==> src/rtl/core/rpg_pkg.sv <==
`timescale 1ns / 1ps
// ----------------------------------------------------------------------------
// rpg_pkg
// Shared types, codes and helpers of the RGB PWM gamma color-loop unit.
// ----------------------------------------------------------------------------
package rpg_pkg;

   localparam logic [2:0] KIND_TICK  = 3'd0;
   localparam logic [2:0] KIND_SET   = 3'd1;
   localparam logic [2:0] KIND_LOOP  = 3'd2;
   localparam logic [2:0] KIND_STEP  = 3'd3;
   localparam logic [2:0] KIND_STOP  = 3'd4;

   localparam logic [8:0] LEVEL_MAX  = 9'd256;
   localparam logic [8:0] SLOT_TOP   = 9'd256;
   localparam logic [8:0] RELOAD_RST = 9'd255;
   localparam logic [1:0] PHASE_RED  = 2'd0;
   localparam logic [1:0] PHASE_GRN  = 2'd1;
   localparam logic [1:0] PHASE_BLU  = 2'd2;
   localparam logic [1:0] PHASE_IDLE = 2'd3;
   localparam logic [1:0] CH_LAST    = 2'd2;

   localparam int QUEUE_DEPTH = 2;

   typedef struct packed {
      logic [2:0] kind;
      logic [8:0] red;
      logic [8:0] green;
      logic [8:0] blue;
      logic [8:0] brightness;
   } req_type;

   typedef struct packed {
      logic red_pin;
      logic green_pin;
      logic blue_pin;
      logic effect_running;
   } rsp_type;

   typedef enum logic [2:0] {
      OP_TICK,
      OP_SET,
      OP_LOOP,
      OP_STEP,
      OP_STOP,
      OP_NONE
   } op_type;

   typedef struct packed {
      op_type     op;
      logic [8:0] red;
      logic [8:0] green;
      logic [8:0] blue;
      logic [8:0] brightness;
   } work_type;

   typedef struct packed {
      logic     valid;
      work_type work;
   } work_link_type;

   typedef enum logic [2:0] {
      ST_IDLE,
      ST_STEP,
      ST_SQ,
      ST_CU,
      ST_SC
   } back_state_type;

   function automatic logic [8:0] sat_level(input logic [8:0] x);
      sat_level = (x > LEVEL_MAX) ? LEVEL_MAX : x;
   endfunction

endpackage

==> src/rtl/core/rgb_pwm_gamma_colorloop_unit.sv <==
`timescale 1ns / 1ps
// ----------------------------------------------------------------------------
// rgb_pwm_gamma_colorloop_unit
// Three-channel RGB PWM with gamma-corrected, brightness-scaled duties and a
// red-green-blue color-loop effect. One result per request.
//
//   channel  | ports                          | accepted when
//   ---------+--------------------------------+------------------------
//   request  | req_push, req_full, req_item   | req_push && !req_full
//   response | rsp_pop, rsp_empty, rsp_item   | rsp_pop && !rsp_empty
//
// Tick, stop and unused kinds complete in the back-end idle state; set color,
// color-loop start and a step while the loop runs make 3 passes per channel over
// the one 17x9 multiplier (square, cube, brightness scale), a step while idle
// only a visit to the step state. Synchronous reset; no clearing pass. Either
// side stalls on its own through the two-entry request and result queues.
// ----------------------------------------------------------------------------
module rgb_pwm_gamma_colorloop_unit (
   input  logic             clock,
   input  logic             reset,
   input  logic             req_push,
   output logic             req_full,
   input  rpg_pkg::req_type req_item,
   input  logic             rsp_pop,
   output logic             rsp_empty,
   output rpg_pkg::rsp_type rsp_item
);
   import rpg_pkg::*;

   work_link_type link;
   logic          work_pop;
   logic          back_push;
   logic          back_full;
   rsp_type       back_item;

   rpg_front u_front (
      .clock    (clock),
      .reset    (reset),
      .req_push (req_push),
      .req_item (req_item),
      .req_full (req_full),
      .link     (link),
      .work_pop (work_pop)
   );

   rpg_back u_back (
      .clock    (clock),
      .reset    (reset),
      .link     (link),
      .work_pop (work_pop),
      .rsp_full (back_full),
      .rsp_push (back_push),
      .rsp_item (back_item)
   );

   rpg_rsp_queue u_rsp_queue (
      .clock     (clock),
      .reset     (reset),
      .push      (back_push),
      .push_item (back_item),
      .full      (back_full),
      .rsp_pop   (rsp_pop),
      .rsp_empty (rsp_empty),
      .rsp_item  (rsp_item)
   );

   a_reset_empty: assert property (@(posedge clock) reset |=> rsp_empty && !req_full)
      else $error("queues not empty after reset");

   a_pop_has_work: assert property (@(posedge clock) disable iff (reset)
      work_pop |-> link.valid)
      else $error("back end took work from an empty queue");

   a_push_has_room: assert property (@(posedge clock) disable iff (reset)
      back_push |-> !back_full)
      else $error("result pushed into a full queue");

   a_pop_then_push_only_if_room: assert property (@(posedge clock) disable iff (reset)
      work_pop |-> !back_full)
      else $error("work started without room for its result");

endmodule

==> src/rtl/core/rpg_front.sv <==
`timescale 1ns / 1ps
// ----------------------------------------------------------------------------
// rpg_front
// Accepts request transactions, decodes the kind, saturates the levels and
// holds the decoded work in a two-entry queue for the back end.
// ----------------------------------------------------------------------------
module rpg_front (
   input  logic                   clock,
   input  logic                   reset,
   input  logic                   req_push,
   input  rpg_pkg::req_type       req_item,
   output logic                   req_full,
   output rpg_pkg::work_link_type link,
   input  logic                   work_pop
);
   import rpg_pkg::*;

   work_type   queue_mem [QUEUE_DEPTH];
   logic       wr_ptr_ff, wr_ptr_in;
   logic       rd_ptr_ff, rd_ptr_in;
   logic [1:0] count_ff, count_in;
   logic       take;
   work_type   decoded;

   always_comb begin
      decoded.red        = sat_level(req_item.red);
      decoded.green      = sat_level(req_item.green);
      decoded.blue       = sat_level(req_item.blue);
      decoded.brightness = sat_level(req_item.brightness);
      unique case (req_item.kind)
         KIND_TICK: decoded.op = OP_TICK;
         KIND_SET:  decoded.op = OP_SET;
         KIND_LOOP: decoded.op = OP_LOOP;
         KIND_STEP: decoded.op = OP_STEP;
         KIND_STOP: decoded.op = OP_STOP;
         default:   decoded.op = OP_NONE;
      endcase
   end

   assign req_full   = (count_ff == 2'(QUEUE_DEPTH));
   assign take       = req_push && !req_full;
   assign link.valid = (count_ff != 2'd0);
   assign link.work  = queue_mem[rd_ptr_ff];

   always_comb begin
      wr_ptr_in = take ? ~wr_ptr_ff : wr_ptr_ff;
      rd_ptr_in = work_pop ? ~rd_ptr_ff : rd_ptr_ff;
      count_in  = count_ff + 2'(take) - 2'(work_pop);
   end

   always_ff @(posedge clock) begin
      if (take) begin
         queue_mem[wr_ptr_ff] <= decoded;
      end
   end

   always_ff @(posedge clock) begin
      if (reset) begin
         wr_ptr_ff <= 1'b0;
         rd_ptr_ff <= 1'b0;
         count_ff  <= 2'd0;
      end else begin
         wr_ptr_ff <= wr_ptr_in;
         rd_ptr_ff <= rd_ptr_in;
         count_ff  <= count_in;
      end
   end

endmodule

==> src/rtl/core/rpg_back.sv <==
`timescale 1ns / 1ps
// ----------------------------------------------------------------------------
// rpg_back
// Executes decoded work: PWM slot counting, color-loop stepping and gamma
// correction with brightness scaling on one shared 17x9 multiplier.
// ----------------------------------------------------------------------------
module rpg_back (
   input  logic                   clock,
   input  logic                   reset,
   input  rpg_pkg::work_link_type link,
   output logic                   work_pop,
   input  logic                   rsp_full,
   output logic                   rsp_push,
   output rpg_pkg::rsp_type       rsp_item
);
   import rpg_pkg::*;

   back_state_type state_ff, state_in;
   logic [8:0]  slot_ff, slot_in;
   logic [8:0]  active_ff [3];
   logic [8:0]  active_in [3];
   logic [8:0]  reload_ff [3];
   logic [8:0]  reload_in [3];
   logic [2:0]  pins_ff, pins_in;
   logic [1:0]  phase_ff, phase_in;
   logic [8:0]  color_ff [4];
   logic [8:0]  color_in [4];
   logic [1:0]  ch_ff, ch_in;
   logic [8:0]  chan_ff [3];
   logic [8:0]  chan_in [3];
   logic [8:0]  bs_ff, bs_in;
   logic [25:0] prod_ff, prod_in;
   logic [16:0] mul_a;
   logic [8:0]  mul_b;
   logic [25:0] mul_p;
   logic [10:0] g_sum;
   logic [8:0]  gamma;
   logic [1:0]  up, down, nxt;

   assign mul_p = {9'd0, mul_a} * {17'd0, mul_b};
   assign g_sum = {1'b0, prod_ff[24:15]} + 11'd1;
   assign gamma = g_sum[9:1];

   always_comb begin
      state_in  = state_ff;
      slot_in   = slot_ff;
      active_in = active_ff;
      reload_in = reload_ff;
      pins_in   = pins_ff;
      phase_in  = phase_ff;
      color_in  = color_ff;
      ch_in     = ch_ff;
      chan_in   = chan_ff;
      bs_in     = bs_ff;
      prod_in   = prod_ff;
      work_pop  = 1'b0;
      rsp_push  = 1'b0;
      mul_a     = 17'd0;
      mul_b     = 9'd0;
      up        = 2'd0;
      down      = 2'd2;
      nxt       = PHASE_GRN;
      unique case (state_ff)
         ST_IDLE: begin
            if (link.valid && !rsp_full) begin
               work_pop = 1'b1;
               unique case (link.work.op)
                  OP_TICK: begin
                     if (slot_ff == 9'd0) begin
                        slot_in   = SLOT_TOP;
                        active_in = reload_ff;
                        pins_in   = 3'b111;
                     end else begin
                        for (int i = 0; i < 3; i++) begin
                           if (slot_ff == active_ff[i]) begin
                              pins_in[i] = 1'b0;
                           end
                        end
                        slot_in = slot_ff - 9'd1;
                     end
                     rsp_push = 1'b1;
                  end
                  OP_SET: begin
                     phase_in   = PHASE_IDLE;
                     chan_in[0] = link.work.red;
                     chan_in[1] = link.work.green;
                     chan_in[2] = link.work.blue;
                     bs_in      = link.work.brightness;
                     ch_in      = 2'd0;
                     state_in   = ST_SQ;
                  end
                  OP_LOOP: begin
                     phase_in    = PHASE_RED;
                     color_in[0] = 9'd0;
                     color_in[1] = 9'd0;
                     color_in[2] = LEVEL_MAX;
                     color_in[3] = LEVEL_MAX;
                     state_in    = ST_STEP;
                  end
                  OP_STEP: begin
                     state_in = ST_STEP;
                  end
                  OP_STOP: begin
                     phase_in = PHASE_IDLE;
                     rsp_push = 1'b1;
                  end
                  default: begin
                     rsp_push = 1'b1;
                  end
               endcase
            end
         end
         ST_STEP: begin
            unique case (phase_ff)
               PHASE_RED: begin
                  up = 2'd0; down = 2'd2; nxt = PHASE_GRN;
               end
               PHASE_GRN: begin
                  up = 2'd1; down = 2'd0; nxt = PHASE_BLU;
               end
               default: begin
                  up = 2'd2; down = 2'd1; nxt = PHASE_RED;
               end
            endcase
            if (phase_ff == PHASE_IDLE) begin
               rsp_push = 1'b1;
               state_in = ST_IDLE;
            end else begin
               color_in[down] = color_ff[down] - 9'd1;
               color_in[up]   = color_ff[up] + 9'd1;
               if (color_in[up] == LEVEL_MAX) begin
                  phase_in = nxt;
               end
               for (int i = 0; i < 3; i++) begin
                  chan_in[i] = sat_level(color_in[i]);
               end
               bs_in    = sat_level(color_ff[3]);
               ch_in    = 2'd0;
               state_in = ST_SQ;
            end
         end
         ST_SQ: begin
            mul_a    = {8'd0, chan_ff[ch_ff]};
            mul_b    = chan_ff[ch_ff];
            prod_in  = mul_p;
            state_in = ST_CU;
         end
         ST_CU: begin
            mul_a    = prod_ff[16:0];
            mul_b    = chan_ff[ch_ff];
            prod_in  = mul_p;
            state_in = ST_SC;
         end
         ST_SC: begin
            mul_a            = {8'd0, gamma};
            mul_b            = bs_ff;
            reload_in[ch_ff] = mul_p[16:8];
            if (ch_ff == CH_LAST) begin
               rsp_push = 1'b1;
               state_in = ST_IDLE;
            end else begin
               ch_in    = ch_ff + 2'd1;
               state_in = ST_SQ;
            end
         end
         default: begin
            state_in = ST_IDLE;
         end
      endcase
      rsp_item.red_pin        = pins_in[0];
      rsp_item.green_pin      = pins_in[1];
      rsp_item.blue_pin       = pins_in[2];
      rsp_item.effect_running = (phase_in != PHASE_IDLE);
   end

   always_ff @(posedge clock) begin
      ch_ff   <= ch_in;
      chan_ff <= chan_in;
      bs_ff   <= bs_in;
      prod_ff <= prod_in;
   end

   always_ff @(posedge clock) begin
      if (reset) begin
         state_ff  <= ST_IDLE;
         slot_ff   <= SLOT_TOP;
         active_ff <= '{default: 9'd0};
         reload_ff <= '{default: RELOAD_RST};
         pins_ff   <= 3'b111;
         phase_ff  <= PHASE_IDLE;
         color_ff  <= '{default: 9'd0};
      end else begin
         state_ff  <= state_in;
         slot_ff   <= slot_in;
         active_ff <= active_in;
         reload_ff <= reload_in;
         pins_ff   <= pins_in;
         phase_ff  <= phase_in;
         color_ff  <= color_in;
      end
   end

endmodule

==> src/rtl/core/rpg_rsp_queue.sv <==
`timescale 1ns / 1ps
// ----------------------------------------------------------------------------
// rpg_rsp_queue
// Two-entry result queue between the back end and the response port.
// ----------------------------------------------------------------------------
module rpg_rsp_queue (
   input  logic             clock,
   input  logic             reset,
   input  logic             push,
   input  rpg_pkg::rsp_type push_item,
   output logic             full,
   input  logic             rsp_pop,
   output logic             rsp_empty,
   output rpg_pkg::rsp_type rsp_item
);
   import rpg_pkg::*;

   rsp_type    queue_mem [QUEUE_DEPTH];
   logic       wr_ptr_ff, wr_ptr_in;
   logic       rd_ptr_ff, rd_ptr_in;
   logic [1:0] count_ff, count_in;
   logic       take;
   logic       give;

   assign full      = (count_ff == 2'(QUEUE_DEPTH));
   assign rsp_empty = (count_ff == 2'd0);
   assign rsp_item  = queue_mem[rd_ptr_ff];
   assign take      = push && !full;
   assign give      = rsp_pop && !rsp_empty;

   always_comb begin
      wr_ptr_in = take ? ~wr_ptr_ff : wr_ptr_ff;
      rd_ptr_in = give ? ~rd_ptr_ff : rd_ptr_ff;
      count_in  = count_ff + 2'(take) - 2'(give);
   end

   always_ff @(posedge clock) begin
      if (take) begin
         queue_mem[wr_ptr_ff] <= push_item;
      end
   end

   always_ff @(posedge clock) begin
      if (reset) begin
         wr_ptr_ff <= 1'b0;
         rd_ptr_ff <= 1'b0;
         count_ff  <= 2'd0;
      end else begin
         wr_ptr_ff <= wr_ptr_in;
         rd_ptr_ff <= rd_ptr_in;
         count_ff  <= count_in;
      end
   end

endmodule

==> config.mk <==
export PLATFORM = sky130hd
export DESIGN_NAME = rgb_pwm_gamma_colorloop_unit
export DESIGN_NICKNAME = d
export VERILOG_FILES = /design/src/rtl/core/rpg_pkg.sv /design/src/rtl/core/rgb_pwm_gamma_colorloop_unit.sv /design/src/rtl/core/rpg_front.sv /design/src/rtl/core/rpg_back.sv /design/src/rtl/core/rpg_rsp_queue.sv
export SDC_FILE = /design/constraint.sdc
export NUM_CORES = 1
export LEC_CHECK = 0
export BUFFER_PORTS_ARGS = -buffer_cell sky130_fd_sc_hd__buf_2
export CAP_MARGIN = 20
export CORE_AREA = 2 2 182 184
export DETAILED_ROUTE_END_ITERATION = 10
export DIE_AREA = 0 0 184 186
export GPL_TIMING_DRIVEN = 0
export HOLD_SLACK_MARGIN = 0.02
export PLACE_DENSITY = 0.81
export SETUP_SLACK_MARGIN = 0.05
export SLEW_MARGIN = 20
export SYNTH_ARGS = -nofsm -noshare
export SYNTH_HDL_FRONTEND = slang
export SYNTH_SLANG_ARGS = --single-unit
==> constraint.sdc <==
create_clock -name clock -period 19.3 [get_ports clock]
set_clock_uncertainty 0.15 [all_clocks]
set_input_delay 5.79 -clock clock [delete_from_list [all_inputs] [get_ports clock]]
set_output_delay 5.79 -clock clock [all_outputs]
set_load 0.05 [all_outputs]
## After elaboration in Yosys (flattened, before gate mapping)

Memory sizes are Yosys's and may differ from the RTL's. A register that Yosys moved wholly into a read port is not among the register bits.
Index checks and enable logic that the tools add are counted.

| cells by class | value |
|---|---|
| reductions and logical operators | 29 |
| equality and inequality tests | 28 |
| $lt $le $gt $ge | 14 |
| $mul | 1 |
| add/sub/neg operators | 9 |
| bitwise gates (word level) | 7 |
| muxes and demuxes | 87 |

Operators by type and width:

| kind | number |
|---|---|
| $mux W9 | 23 |
| $mux W36 | 3 |
| $mux W27 | 3 |
| $bmux W9 S2 | 4 |
| $bwmux W36 | 2 |
| $gt A9 B9 Y1 const B | 8 |
| $pmux W36 S2 | 1 |
| $demux W9 S2 | 3 |
| $pmux W27 S2 | 1 |
| $pmux W17 S3 | 1 |
| $pmux W9 S2 | 2 |
| $pmux W3 S5 | 2 |
| $bwmux W27 | 1 |
| $eq A9 B9 Y1 | 3 |
| $mul A17 B9 Y25 | 1 |
| $mux W2 | 11 |
| $pmux W2 S2 | 5 |
| $eq A3 B2 Y1 const B | 6 |
| $sub A9 B1 Y9 const B | 2 |
| $mux W1 | 17 |
| $mux W3 | 5 |
| $reduce_and A4 Y1 | 3 |
| $add A10 B1 Y10 const B | 1 |
| $ne A2 B2 Y1 const B | 5 |
| other kinds (30) | 62 |

| storage, ports and cells | value |
|---|---|
| memories | 2 |
| memory bits (writable) | 86 |
| register bits | 178 |
| logic and storage cells | 203 |

Memory list:

| memory | words | bits a word | read ports | clocked after Yosys merged registers in | write ports | line | RTL |
|---|---|---|---|---|---|---|---|
| u_front.queue_mem | 2 | 39 | 1 | 1 | 1 | rpg_front.sv:18 | `work_type queue_mem [QUEUE_DEPTH];` |
| u_rsp_queue.queue_mem | 2 | 4 | 1 | 1 | 1 | rpg_rsp_queue.sv:18 | `rsp_type queue_mem [QUEUE_DEPTH];` |

## Longest topological paths before layout

Gate-level depths: netlist of the first run.

| depth | value |
|---|---|
| word-level depth | 18 |
| gate-level depth with buffers | 27 |
| gate-level depth less buffers | 26 |

## Cells and area by module

Synthesis of the first run repeated with hierarchy kept, for this count alone.

| unflattened totals | value |
|---|---|
| cells, all modules | 1838 |
| area, all modules | 17579.4 um^2 |

By module, submodules not included:

| module | cells an instance | seq. area each (um^2) | instances | area an instance (um^2) |
|---|---|---|---|---|
| rpg_back | 1613 | 4033.9 | 1 | 13784.5 |
| rpg_front | 186 | 2442.3 | 1 | 3275.6 |
| rpg_rsp_queue | 39 | 340.3 | 1 | 519.2 |

## Least setup slack after synthesis of the first run

Ideal clock, no wire load.

| timing path | value |
|---|---|
| kind | input-to-reg |
| start point | input port req_push |
| end point | memory u_front.queue_mem[0][0] in the netlist's numbering, enable pin |
| library setup time | 0.435 ns |
| setup slack | 11.195 ns |
| data required time | 18.715 ns |
| cell stages on the path | 2 |
| arrival time | 7.520 ns |
| path buffers | 0 |
| cells stage by stage | nand2_1 -> nor2_1 |

| between the ends | value |
|---|---|
| cells in the longest elaborated chain, start to end | 3 |

Ends and longest elaborated chain:

| item | line | RTL |
|---|---|---|
| start, declared | rgb_pwm_gamma_colorloop_unit.sv:21 | `input logic req_push,` |
| $logic_and A1 B1 Y1 | rpg_front.sv:41 | `assign take = req_push && !req_full;` |
| $mux W1 | rpg_front.sv:52 | `if (take) begin` |
| $mux W1 (not written as such) | rpg_front.sv:53 | `queue_mem[wr_ptr_ff] <= decoded;` |
| end, declared | rpg_front.sv:18 |  |

Every way passes these cells.

## Final worst setup path of the first run

| timing path | value |
|---|---|
| start point | register u_back.state_ff[1] |
| end point | register u_back.prod_ff[24] (data pin) |

| between the ends | value |
|---|---|
| cells in the longest elaborated chain, start to end | 4 |

Ends and longest elaborated chain:

| item | line | RTL |
|---|---|---|
| start, declared | rpg_back.sv:18 | `back_state_type state_ff, state_in;` |
| start signal, assigned | rpg_back.sv:193 | `state_ff <= state_in;` |
| $eq A3 B2 Y1 | rpg_back.sv:63 | `unique case (state_ff)` |
| $reduce_or A2 Y1 (no line) | n/a |  |
| $pmux W9 S2 | rpg_back.sv:63 |  |
| $mul A17 B9 Y25 * | rpg_back.sv:40 | `assign mul_p = {9'd0, mul_a} * {17'd0, mul_b};` |
| via u_back.mul_p[24] | rpg_back.sv:35 | `logic [25:0] mul_p;` |
| end signal, assigned | rpg_back.sv:180 | `prod_ff <= prod_in;` |
| end, declared | rpg_back.sv:32 | `logic [25:0] prod_ff, prod_in;` |

The timed path passes the listed nets; every way through them passes the cells marked *.
A chain may end at the register's enable or synchronous reset.

==> results of run 1 <==
-- registers in the layout, summed over array words and instances (netlist names), 9 cells and up, named ones only --
name and cells:
u_back.active_ff 27, u_back.bs_ff 9, u_back.chan_ff 27, u_back.color_ff 36, u_back.prod_ff 25, u_back.reload_ff 27, u_back.slot_ff 9, u_front.queue_mem 78
-- synth_stat cells, types with 26 or more instances --
library cell and number:
edfxtp_1 149, nand2b_1 29, o21ai_0 43, mux2i_1 64
a21oi_1 79, ha_1 55, nand2_1 208, nor2b_1 46
xnor2_1 55, inv_1 172, fa_1 105, nand3_1 36
nor2_1 181, dfxtp_1 117, clkbuf_1 69, a22oi_1 26
xor2_1 41
-- cells by family (layout without fill, tap and decap cells) --
logic type               count (synthesis)  after routing  share of synthesized area (%)
XOR/XNOR                                96             96                           4.89
flip-flops                             266            266                           39.6
multiplexers                            86             86                           5.23
AND/OR/NAND/NOR                        615            615                           17.0
adder cells (fa/ha/maj)                160            160                           16.2
AO/OA/AOI/OAI                          274            274                           10.7
buffers and inverters                  267            369                           6.28
-- layout make-up --
type / count / area share, %
inverter: 173 / 3.43
timing repair buffer: 51 / 1.60
multi-input combinational: 1231 / 49.2
clock inverter: 9 / 0.588
tap: 408 / 2.70
buffer: 94 / 2.28
clock buffer: 42 / 4.14
sequential: 266 / 36.0
-- cells in the final DEF (no fill, tap or decap), types with 8 or more instances in the layout --
cell       synthesis  final
o211ai_1          24     24
a22oi_1           26     26
and3_1            23     22
fa_1             105    105
inv_1            172    172
xor2_1            41     41
buf_1              9      8
nor2_1           181    179
nor3_1            15     15
dfxtp_1          117    117
a21o_1            10     10
mux2_2            18     18
xnor2_1           55     55
nand2_1          208    208
edfxtp_1         149    149
a21oi_1           79     79
nand3_1           36     36
nor4_1             9      9
or2_2              8      8
buf_2              3     52
a211oi_1           9      9
clkbuf_1          69     80
o21ai_0           43     43
nand2b_1          29     29
ha_1              55     55
nor2b_1           46     46
o22ai_1           16     16
clkbuf_16          0     28
mux2i_1           64     64
nand3b_1          10     10
-- routing by layer --
metal	up-vias	track usage [%]	part of all wire, %
met2	619	45.4	49
met4	0	9.28	3.5
met1	6579	33.0	40
met3	124	4.13	7.5
met5	-	0	0
li1	6139	-	-
-- power by group --
| group | switching (mW) | internal [mW] | total, mW |
|---|---|---|---|
| Combinational | 0.345 | 0.178 | 0.523 |
| Clock | 0.222 | 0.307 | 0.529 |
| Sequential | 0.0300 | 0.686 | 0.716 |
-- metrics by stage --
stage | hold WS (ps) | instance area [µm²] | setup slack (ps) | cells | util [%]
after CTS | 313 | 18900 | 11280 | 2274 | 58.8
after floorplan | 276 | 17200 | 11190 | 1764 | -
after detailed placement | 304 | 18000 | 11260 | 2223 | 56.0
after global routing | 329 | 18900 | 10630 | 2274 | 58.8
after global placement | 297 | 17900 | 10180 | 2220 | 55.7
final | 314 | 18900 | 11220 | 2274 | 58.8
-- worst paths after layout --
| kind | startpoint | endpoint | cells past startpoint |
|---|---|---|---|
| worst min-delay path | u_back.reload_ff[3]$_SDFFE_PP1P_ | u_back.active_ff[3]$_SDFFE_PP0P_ | 2 |
| worst max-delay path | u_back.state_ff[1]$_SDFFE_PP0P_ | u_back.prod_ff[24]$_DFFE_PP_ | 23 |
| worst min register to register | u_back.reload_ff[3]$_SDFFE_PP1P_ | u_back.active_ff[3]$_SDFFE_PP0P_ | 2 |
| worst max register to register | u_back.state_ff[1]$_SDFFE_PP0P_ | u_back.prod_ff[24]$_DFFE_PP_ | 23 |
-- worst register-to-register path: cells and delay by family, from the launching register on --
family	cells	cell delay (ps)
xor gates and xnor gates	1	90
AOI/OAI and AO/OA	6	1780
buffers and inverters	8	2230
and+or+nand+nor	3	880
adders and majority gates	5	2300
DFF	1	390
==> reports/qor.txt, run 1 <==
Max clock buf depth: 3
Synth area leaders: edfxtp_1 (26%), dfxtp_1 (14%), fa_1 (12%)
Post-synth top area share: 26.0%
Post-route setup TNS: 0 ps
Slew HR: 29.2%
Syn Nets: 1967
Initial Utilization: 53.4%
Slowest-stage cell, CP: buf_2
Final Hold Fails: 0
Root buf cell: clkbuf_16
Post-CTS setup buffers: 0
Clock Sinks: 266
Delay of the slowest cell on the worst path: 690 ps
CTS hold repair buffers: 0
# fillers: 2632
Register area: 6820 µm²
Area of the multi-input gates: 9320 µm²
Largest net degree at the start of global routing: 35
Hold WC Path Type: reg -> reg
CTS H-tree depth: 1
#FFs+latches synth: 266
Full die area: 34200 µm²
Rows: 66
First-pass GRT wire length: 70400 µm
Initial DRC Count: 1396
Dpl hpwl: 32700 µm
Layout cells sized above 1: 8.84%
All-layer global routing usage: 26.1%
Max rail drop VDD: 81.3 µV
Top-Level Pins: 49
Routed len/inst: 19.1 µm
Inserted Clock Buffers: 28
Worst EP required: 19460 ps
Yosys warns: 0
Worst-Margin Slew: 1050 ps
Post-synthesis sequential area ratio: 39.6%
Unrepaired setup endpoints after global routing: false
Pwr dens: 93.5 nW/µm²
Worst setup SP type: flip-flop
Final setup viols: 0
PostCTS Resize Cnt: 0
P_leak: 7.85 nW
Mapped Cells: 1764
Crit path max fanout: 34
Area Overhead vs Synth: 10.0%
Port Buffers: 48
Buffer and inverter count on the worst path: 8
Skew-Pair Late Insertion Delay: 560 ps
Synth async-reset ratio: 0%
Critical setup path kind: reg -> reg
Outcome: complete, no violations
Final nets: 2048
Worst Path Arrival: 8230 ps
Power, Total: 1.77 mW
Initial antenna violation count: 0
Drc violations: 0
Vias/cell: 5.92
Die Height: 186 µm
Synth area leader: edfxtp_1
Max Transition Viols Final: 0
Top delay family on crit path: adder cells
Max Cap Violations: 0
Crit path capture type: flip-flop
First-pass DRT Iterations: 5
Syn Area/Cell: 9.75 µm²
Core Region: 32200 µm²
Final period utilization: 41.9%
Fmax: 0.124 GHz
Detailed-route via count: 13461
Routed Antenna Nets: 0
WL final: 43300 µm
Gpl congestion: 0.953
Netlist cell types: 89
Worst reg2reg setup slack: 11220 ps
Primary FF master, synth: edfxtp_1
Ant diodes: 0
Worst-path clk slew: 60 ps
Grt ovf: 0
Clock tree from TritonCTS: done
Final worst path period need: 8080 ps
Post-synth EDFFs: 149
Crit-path cells: clkbuf_1 -> nand2b_1 -> clkbuf_1 -> inv_1 -> clkbuf_1 -> buf_2 -> a22oi_1 -> clkbuf_1 -> nor2_1 -> fa_1 -> fa_1 -> fa_1 -> inv_1 -> fa_1 -> inv_1 -> ha_1 -> or4_1 -> o21a_1 -> o221ai_1 -> o211ai_1 -> a21o_1 -> a21oi_1 -> xnor2_1
Vias in the first global route: 13687
Synthesized area: 17200 µm²
Die width: 184 µm
Note: power is estimated with default switching activity, not from simulation.
==> run 2: changes to the inputs <==
==> constraint.sdc (replaced) <==
create_clock -name clock -period 8.36 [get_ports clock]
set_clock_uncertainty 0.15 [all_clocks]
set_input_delay 2.508 -clock clock [delete_from_list [all_inputs] [get_ports clock]]
set_output_delay 2.508 -clock clock [all_outputs]
set_load 0.05 [all_outputs]
==> run 2 against run 1 <==
Cell area about the same. Fmax grew 4.0%. Clock-buffer cell count unchanged. First-iteration DRC count increased by 1.5%. Setup slack worse by 11000 ps. Utilization grew 0.054 points. Largest cell class unchanged. Largest power group unchanged.
==> reports/qor.txt, run 2 (same netlist as run 1, synthesis figures left out) <==
Sw Pwr: 1.38 mW (+130%)
Hold Worst Slack: 314 ps (+0.0750 ps)
P_leak: 7.85 nW (about the same)
Largest registers: u_front.queue_mem (78), u_back.color_ff (36)
Hold WC Path Type: reg -> reg
Switch share: 33.8% (about the same)
Combinational share of power: 29.6% (about the same)
Crit path capture type: flip-flop
Clock Power Share: 29.9% (about the same)
Sequential Power Share: 40.5% (about the same)
Max rail drop VDD: 188 µV (+130%)
Area of the multi-input gates: 9330 µm² (+0.16%)
Max clock buf depth: 3 (unchanged)
Core Util, Final: 58.8% (about the same)
Worst Path Arrival: 7920 ps (-310 ps)
Initial antenna violation count: 0 (unchanged)
Port Buffers: 48 (unchanged)
Register area: 6820 µm² (unchanged)
Delay of the slowest cell on the worst path: 550 ps (-140 ps)
Post-CTS setup buffers: 0 (unchanged)
Gpl congestion: 0.953 (unchanged)
Critical setup path kind: reg -> reg
First-pass DRT Iterations: 7 (+2)
Outcome: complete, no violations
Fmax: 0.129 GHz (+4.0%)
Max reg flops: 78 (unchanged)
Max Transition Viols Final: 0 (unchanged)
Skew-Pair Late Insertion Delay: 560 ps (about the same)
Crit-path cells: clkbuf_1 -> nand2b_1 -> clkbuf_1 -> inv_1 -> clkbuf_1 -> clkbuf_4 -> a22oi_1 -> clkbuf_1 -> nor2_1 -> fa_1 -> fa_1 -> fa_1 -> inv_1 -> fa_1 -> inv_1 -> ha_1 -> or4_1 -> o21a_1 -> o221ai_2 -> o211ai_1 -> a21o_1 -> a21oi_1 -> xnor2_1
Die width: 184 µm (unchanged)
Root buf cell: clkbuf_16
Final worst path period need: 7760 ps (-313 ps)
Initial DRC Count: 1417 (+1.5%)
Dpl cells: 2223 (unchanged)
Vias in the first global route: 13687 (unchanged)
Slew HR: 30.0% (+0.80 points)
Core Region: 32200 µm² (unchanged)
Routed Antenna Nets: 0 (unchanged)
PostCTS Resize Cnt: 0 (unchanged)
Top reg by flops: u_front.queue_mem
Final Hold Fails: 0 (unchanged)
Max Cap Violations: 0 (unchanged)
Initial Utilization: 53.4% (unchanged)
Slowest-stage cell, CP: or4_1
# fillers: 2628 (-0.15%)
Layout cells sized above 1: 9.00% (+0.16 points)
Full die area: 34200 µm² (unchanged)
Grt ovf: 0 (unchanged)
Drc violations: 0 (unchanged)
CTS H-tree depth: 1 (unchanged)
Top-Level Pins: 49 (unchanged)
Detailed-route via count: 13426 (-0.26%)
Clock Sinks: 266 (unchanged)
Worst-Margin Slew: 1040 ps (-11.9 ps)
Area Overhead vs Synth: 10.1% (about the same)
Ant diodes: 0 (unchanged)
Final setup viols: 0 (unchanged)
Worst EP required: 8520 ps (-10940 ps)
Final nets: 2048 (unchanged)
WL final: 43300 µm (about the same)
Die Height: 186 µm (unchanged)
Rows: 66 (unchanged)
Routed len/inst: 19.0 µm (about the same)
Commonest non-fill, non-tap cells in the layout: nand2_1 (208), nor2_1 (179), inv_1 (172)
Vias/cell: 5.90 (-0.26%)
Non-filler instance count after layout: 2274 (unchanged)
Inserted Clock Buffers: 28 (unchanged)
First-pass GRT wire length: 70400 µm (unchanged)
Final period utilization: 92.9% (+51 points)
Worst-path clk slew: 60 ps (about the same)
All-layer global routing usage: 26.1% (unchanged)
Internal: 2.70 mW (+130%)
Crit path max fanout: 34 (unchanged)
Clock tree from TritonCTS: done
Most common cell after layout, fill and taps aside: nand2_1
Unrepaired setup endpoints after global routing: false
Dpl hpwl: 32700 µm (unchanged)
Worst setup SP type: flip-flop
Pwr dens: 216 nW/µm² (+130%)
CTS hold repair buffers: 0 (unchanged)
Largest net degree at the start of global routing: 35 (unchanged)
## run 2: cell types whose count changed in the layout (fill, tap and decap cells not counted)
| cell | delta |
|---|---|
| a22oi_1 | -1 |
| buf_2 | -1 |
| a21oi_1 | -1 |
| o221ai_2 | +1 |
| o221ai_1 | -1 |
| clkbuf_4 | +1 |
| a22oi_2 | +1 |
| a21oi_2 | +1 |
## run 2: per-stage QoR
stage,setup slack [ps],power (mW),area [µm²],setup TNS (ps)
after floorplan,1280,2.50,17200,0
after global placement,-285,2.81,17900,-787
after detailed placement,316,2.85,18000,0
after CTS,341,4.07,18900,0
after global routing,81.0,4.25,18900,0
final,595,4.09,18900,0
## run 2: layout make-up
cell class,instances,share of cell area [%]
Clock buffer,42,4.14
Tap cell,408,2.70
Inverter,173,3.43
Timing Repair Buffer,51,1.60
Sequential cell,266,36.0
Buffer,94,2.29
Clock inverter,9,0.588
Multi-Input combinational cell,1231,49.3
## run 2: path summary, 6_finish.rpt
kind | start | endpoint | cells after the start | slack (ps)
worst max-delay path | u_back.state_ff[2]$_SDFFE_PP0P_ | u_back.prod_ff[24]$_DFFE_PP_ | 23 | 600
worst min-delay path | u_back.active_ff[19]$_SDFFE_PP0P_ | u_back.active_ff[19]$_SDFFE_PP0P_ | 2 | 310
worst max register to register | u_back.state_ff[2]$_SDFFE_PP0P_ | u_back.prod_ff[24]$_DFFE_PP_ | 23 | 600
worst min register to register | u_back.active_ff[19]$_SDFFE_PP0P_ | u_back.active_ff[19]$_SDFFE_PP0P_ | 2 | 310
## run 2: power groups by stage
stage               clock, mW  combinational, mW  sequential, mW
finish                   1.22               1.21            1.65
floorplan                   0              0.839            1.66
CTS                      1.23               1.19            1.65
detailed placement          0               1.18            1.68
global route             1.29               1.30            1.67
global placement            0               1.13            1.68
## run 2: routing by layer
| layer | track usage [%] | part of all wire, % | up-vias |
|---|---|---|---|
| met1 | 33.0 | 40 | 6537 |
| met4 | 9.28 | 3.4 | 0 |
| met5 | 0 | 0 | - |
| li1 | - | - | 6142 |
| met3 | 4.13 | 7.5 | 118 |
| met2 | 45.4 | 49 | 629 |
## run 2: critical path, delay by kind of cell, from the launching register on
family / cells / cell delay (ps)
AOI/OAI and AO/OA: 6 / 1650
xor gates and xnor gates: 1 / 90
DFF: 1 / 330
buffers and inverters: 8 / 2070
adders and majority gates: 5 / 2360
and+or+nand+nor: 3 / 840
==> run 3: changes to the inputs <==
--- a/config.mk
+++ b/config.mk
@@ -6,10 +6,10 @@
 export NUM_CORES = 1
 export LEC_CHECK = 0
 export BUFFER_PORTS_ARGS = -buffer_cell sky130_fd_sc_hd__buf_2
-export CAP_MARGIN = 20
-export CORE_AREA = 2 2 182 184
+export CAP_MARGIN = 15
+export CORE_AREA = 2 2 184 186
 export DETAILED_ROUTE_END_ITERATION = 10
-export DIE_AREA = 0 0 184 186
+export DIE_AREA = 0 0 186 188
 export GPL_TIMING_DRIVEN = 0
 export HOLD_SLACK_MARGIN = 0.02
 export PLACE_DENSITY = 0.81
@@ -17,4 +17,5 @@
 export SLEW_MARGIN = 20
 export SYNTH_ARGS = -nofsm -noshare
 export SYNTH_HDL_FRONTEND = slang
+export SYNTH_HIERARCHICAL = 1
 export SYNTH_SLANG_ARGS = --single-unit
==> run 3 against run 2 <==
Combinational power down 14%. Via count grew 4.0%. First-iteration DRC count is 6.5% higher. Total power decreased by 4.4%. Worst hold slack worse by 6.6 ps. Sequential power is essentially flat. Global-route usage rose by 1.3 points. Cell count rose by 5.0%. Largest power group unchanged. Highest routed layer unchanged.
==> reports/qor.txt, run 3 <==
Full die area: 35000 µm² (+2.2%)
Worst r2r path cells: 21 (-8.7%)
Pre-CTS WS: 64.8 ps (-251 ps)
Slew HR: 21.4% (-8.6 points)
Layout cells sized above 1: 13.1% (+4.1 points)
Rows: 67 (+1.5%)
Most frequent cells after synthesis: nand2_1 (209), nor2_1 (200), inv_1 (182), edfxtp_1 (149), dfxtp_1 (117)
Drc violations: 0 (unchanged)
Vias/cell: 5.85 (-0.96%)
Ant diodes: 0 (unchanged)
Crit-path cells: clkbuf_2 -> mux2i_1 -> nor2_1 -> a21oi_1 -> nor2_1 -> a21oi_1 -> clkbuf_1 -> nor2_1 -> fa_1 -> fa_1 -> fa_1 -> inv_1 -> fa_1 -> inv_1 -> ha_1 -> a211o_1 -> o311ai_1 -> a31oi_1 -> nor2_1 -> xor2_1 -> inv_1
Post-synthesis sequential area ratio: 38.8% (-0.86 points)
Synth async-reset ratio: 0% (unchanged)
Mux cell area share after synthesis: 4.78% (-0.46 points)
Synth Area in Adders: 15.9% (-0.35 points)
Crit path capture type: flip-flop
Final nets: 2121 (+3.6%)
Grt ovf: 0 (unchanged)
Mapped Cells: 1838 (+4.2%)
Post-synth top area share: 25.5% (-0.56 points)
Clock tree from TritonCTS: done
Syn Nets: 2041 (+3.8%)
Gpl congestion: 0.966 (+1.3%)
Worst-path clk slew: 60 ps (about the same)
Initial Utilization: 53.1% (-0.31 points)
Synthesized area: 17600 µm² (+2.2%)
Fmax: 0.127 GHz (-1.1%)
Top-Level Pins: 49 (unchanged)
Syn Area/Cell: 9.56 µm² (-1.9%)
Hold Path Sink: u_back/reload_ff[17]$_SDFFE_PP0P_
Core Region: 33100 µm² (+2.8%)
P_leak: 8.09 nW (+3.1%)
Commonest non-fill, non-tap cells in the layout: nand2_1 (209), nor2_1 (200), inv_1 (181)
Most frequent cell after synthesis: nand2_1
Max Cap Violations: 0 (unchanged)
Initial antenna violation count: 0 (unchanged)
First-pass DRT Iterations: 6 (-1)
Critical setup path kind: reg -> reg
Combinational share of power: 26.7% (-2.9 points)
Top reg by flops: u_front/queue_mem
Worst-Margin Slew: 1170 ps (+128 ps)
Max rail drop VDD: 202 µV (+7.6%)
Area Overhead vs Synth: 10.0%
Synth area leaders: edfxtp_1 (25%), dfxtp_1 (13%), fa_1 (12%)
Worst setup SP type: flip-flop
Unrepaired setup endpoints after global routing: false
Main combinational cell family by area after synthesis: simple AND/OR/NAND/NOR gates
Max Transition Viols Final: 0 (unchanged)
Dpl hpwl: 34800 µm (+6.3%)
Largest registers: u_front/queue_mem (78), u_back/color_ff (36)
Switch share: 33.2% (-0.59 points)
Compound-Gate Fraction of Synth Area: 11.4% (+0.69 points)
Outcome: complete, no violations
Sw Pwr: 1.30 mW (-6.1%)
First-pass GRT wire length: 75100 µm (+6.7%)
Final period utilization: 93.9% (+1.1 points)
Crit path max fanout: 10 (-71%)
#FFs+latches synth: 266 (unchanged)
All-layer global routing usage: 27.4% (+1.3 points)
Hold path depth: 2 (unchanged)
Max reg flops: 78 (unchanged)
Port Buffers: 48 (unchanged)
Final worst path period need: 7850 ps (+88.1 ps)
Worst hold start: u_back/reload_ff[17]$_SDFFE_PP0P_
Fin worst setup slack: 507 ps (-88.1 ps)
Max clock buf depth: 3 (unchanged)
Detailed-route via count: 13964 (+4.0%)
Skew-Pair Late Insertion Delay: 570 ps (about the same)
Worst Path Arrival: 7970 ps (+50 ps)
Die width: 186 µm (+1.1%)
Yosys warns: 6 (+6)
Final setup viols: 0 (unchanged)
Clock Sinks: 266 (unchanged)
Post-synth EDFFs: 149 (unchanged)
Inserted Clock Buffers: 28 (unchanged)
Post-CTS setup buffers: 0 (unchanged)
Pwr dens: 202 nW/µm² (-6.4%)
Worst reg2reg setup slack: 510 ps (-90 ps)
Root buf cell: clkbuf_16
Vias in the first global route: 14372 (+5.0%)
Final Hold Fails: 0 (unchanged)
Clock Power Share: 31.2% (+1.3 points)
Die Height: 188 µm (+1.1%)
Internal: 2.61 mW (-3.6%)
Primary FF master, synth: edfxtp_1
WL final: 46700 µm (+7.9%)
Hold WC Path Type: reg -> reg
Sequential Power Share: 42.1% (+1.6 points)
Synth area leader: edfxtp_1
# fillers: 2772 (+5.5%)
Initial DRC Count: 1509 (+6.5%)
Netlist cell types: 81 (-9.0%)
Delay of the slowest cell on the worst path: 680 ps (+130 ps)
Worst r2r src: u_back/ch_ff[0]$_SDFFCE_PP0P_
Post-route setup TNS: 0 ps (unchanged)
Routed len/inst: 19.6 µm (+2.7%)
Synth Area in XOR/XNOR: 4.43% (-0.46 points)
Largest net degree at the start of global routing: 40 (+14%)
Routed Antenna Nets: 0 (unchanged)
Slowest-stage cell, CP: xor2_1
Most common cell after layout, fill and taps aside: nand2_1
Fraction of the mapped netlist area in simple logic gates: 18.4% (+1.4 points)
CTS H-tree depth: 1 (unchanged)
RR Endpoint: u_back/prod_ff[15]$_DFFE_PP_
Worst EP required: 8470 ps (-50 ps)
-- run 3: routing by layer --
layer  GRT usage [%]  vias to the layer above  routed length, µm
li1                -                     6368                  -
met1            35.0                     6764              18100
met2            46.0                      686              22800
met3            4.08                      146               3720
met4            11.9                        0               2100
met5               0                        -                  0
-- run 3: worst max-delay path: cells and delay by family, from the launching register on --
family | cells | cell delay (ps)
xor+xnor | 1 | 680
flops | 1 | 390
mux | 1 | 250
compound gates | 5 | 1940
simple gates | 4 | 540
fa+ha+maj | 5 | 2430
buf+inv | 5 | 1170
-- run 3: worst max-delay path by stage --
stage                                    startpoint                                 to  slack (ps)  cells after the start
floorplan           u_back/state_ff[2]$_SDFFE_PP0P_       u_back/prod_ff[23]$_DFFE_PP_        1720                     21
global placement      u_back/ch_ff[0]$_SDFFCE_PP0P_       u_back/prod_ff[15]$_DFFE_PP_         260                     21
detailed placement    u_back/ch_ff[0]$_SDFFCE_PP0P_       u_back/prod_ff[15]$_DFFE_PP_          60                     21
CTS                   u_back/ch_ff[0]$_SDFFCE_PP0P_  u_back/reload_ff[25]$_SDFFE_PP1P_         270                     21
global route          u_back/ch_ff[0]$_SDFFCE_PP0P_  u_back/reload_ff[16]$_SDFFE_PP1P_         280                     21
finish                u_back/ch_ff[0]$_SDFFCE_PP0P_       u_back/prod_ff[15]$_DFFE_PP_         510                     21
-- run 3: repair_timing --
action                                  4_1_cts  5_1_grt
endpoints found under the hold margin         0        0
gates resized for setup                       1        4
endpoints found under the setup margin        4       14
hold buffers                                  0        0
-- run 3: cell type report --
type	instances	area (µm²)	share of cell area [%]
Timing Repair Buffer	50	280	1.45
Tap cell	448	561	2.90
Multi-Input combinational cell	1298	9660	49.9
Inverter	186	698	3.61
Clock inverter	14	124	0.641
Buffer	88	414	2.14
Clock buffer	38	790	4.08
Sequential cell	266	6820	35.2
-- run 3: power groups by stage --
| stage | Sequential, mW | Clock, mW | Combinational [mW] |
|---|---|---|---|
| 6_report | 1.64 | 1.22 | 1.04 |
| 5_1_grt | 1.66 | 1.28 | 1.12 |
| 4_1_cts | 1.64 | 1.23 | 1.02 |
| 3_5_place_dp | 1.67 | 0 | 1.01 |
| 3_3_place_gp | 1.66 | 0 | 0.972 |
| 2_1_floorplan | 1.64 | 0 | 0.706 |
-- run 3: kinds of logic (layout without fill, tap and decap cells) --
logic type                 count (synthesis)  count (layout)
adders and majority gates                160             160
buffers and inverters                    274             376
xor gates and xnor gates                  88              88
muxes                                     76              76
and+or+nand+nor                          679             679
DFF                                      266             266
AOI/OAI and AO/OA                        295             295
-- run 3: stage by stage --
stage | hold slack (ps) | power (mW) | utilization, % | std cells | cell area (µm²)
finish | 307 | 3.90 | 58.4 | 2388 | 19300
global route | 329 | 4.06 | 58.4 | 2388 | 19300
CTS | 309 | 3.90 | 58.4 | 2388 | 19300
detailed placement | 294 | 2.68 | 55.6 | 2336 | 18400
global placement | 291 | 2.64 | 55.5 | 2334 | 18400
floorplan | 276 | 2.35 | - | 1838 | 17600
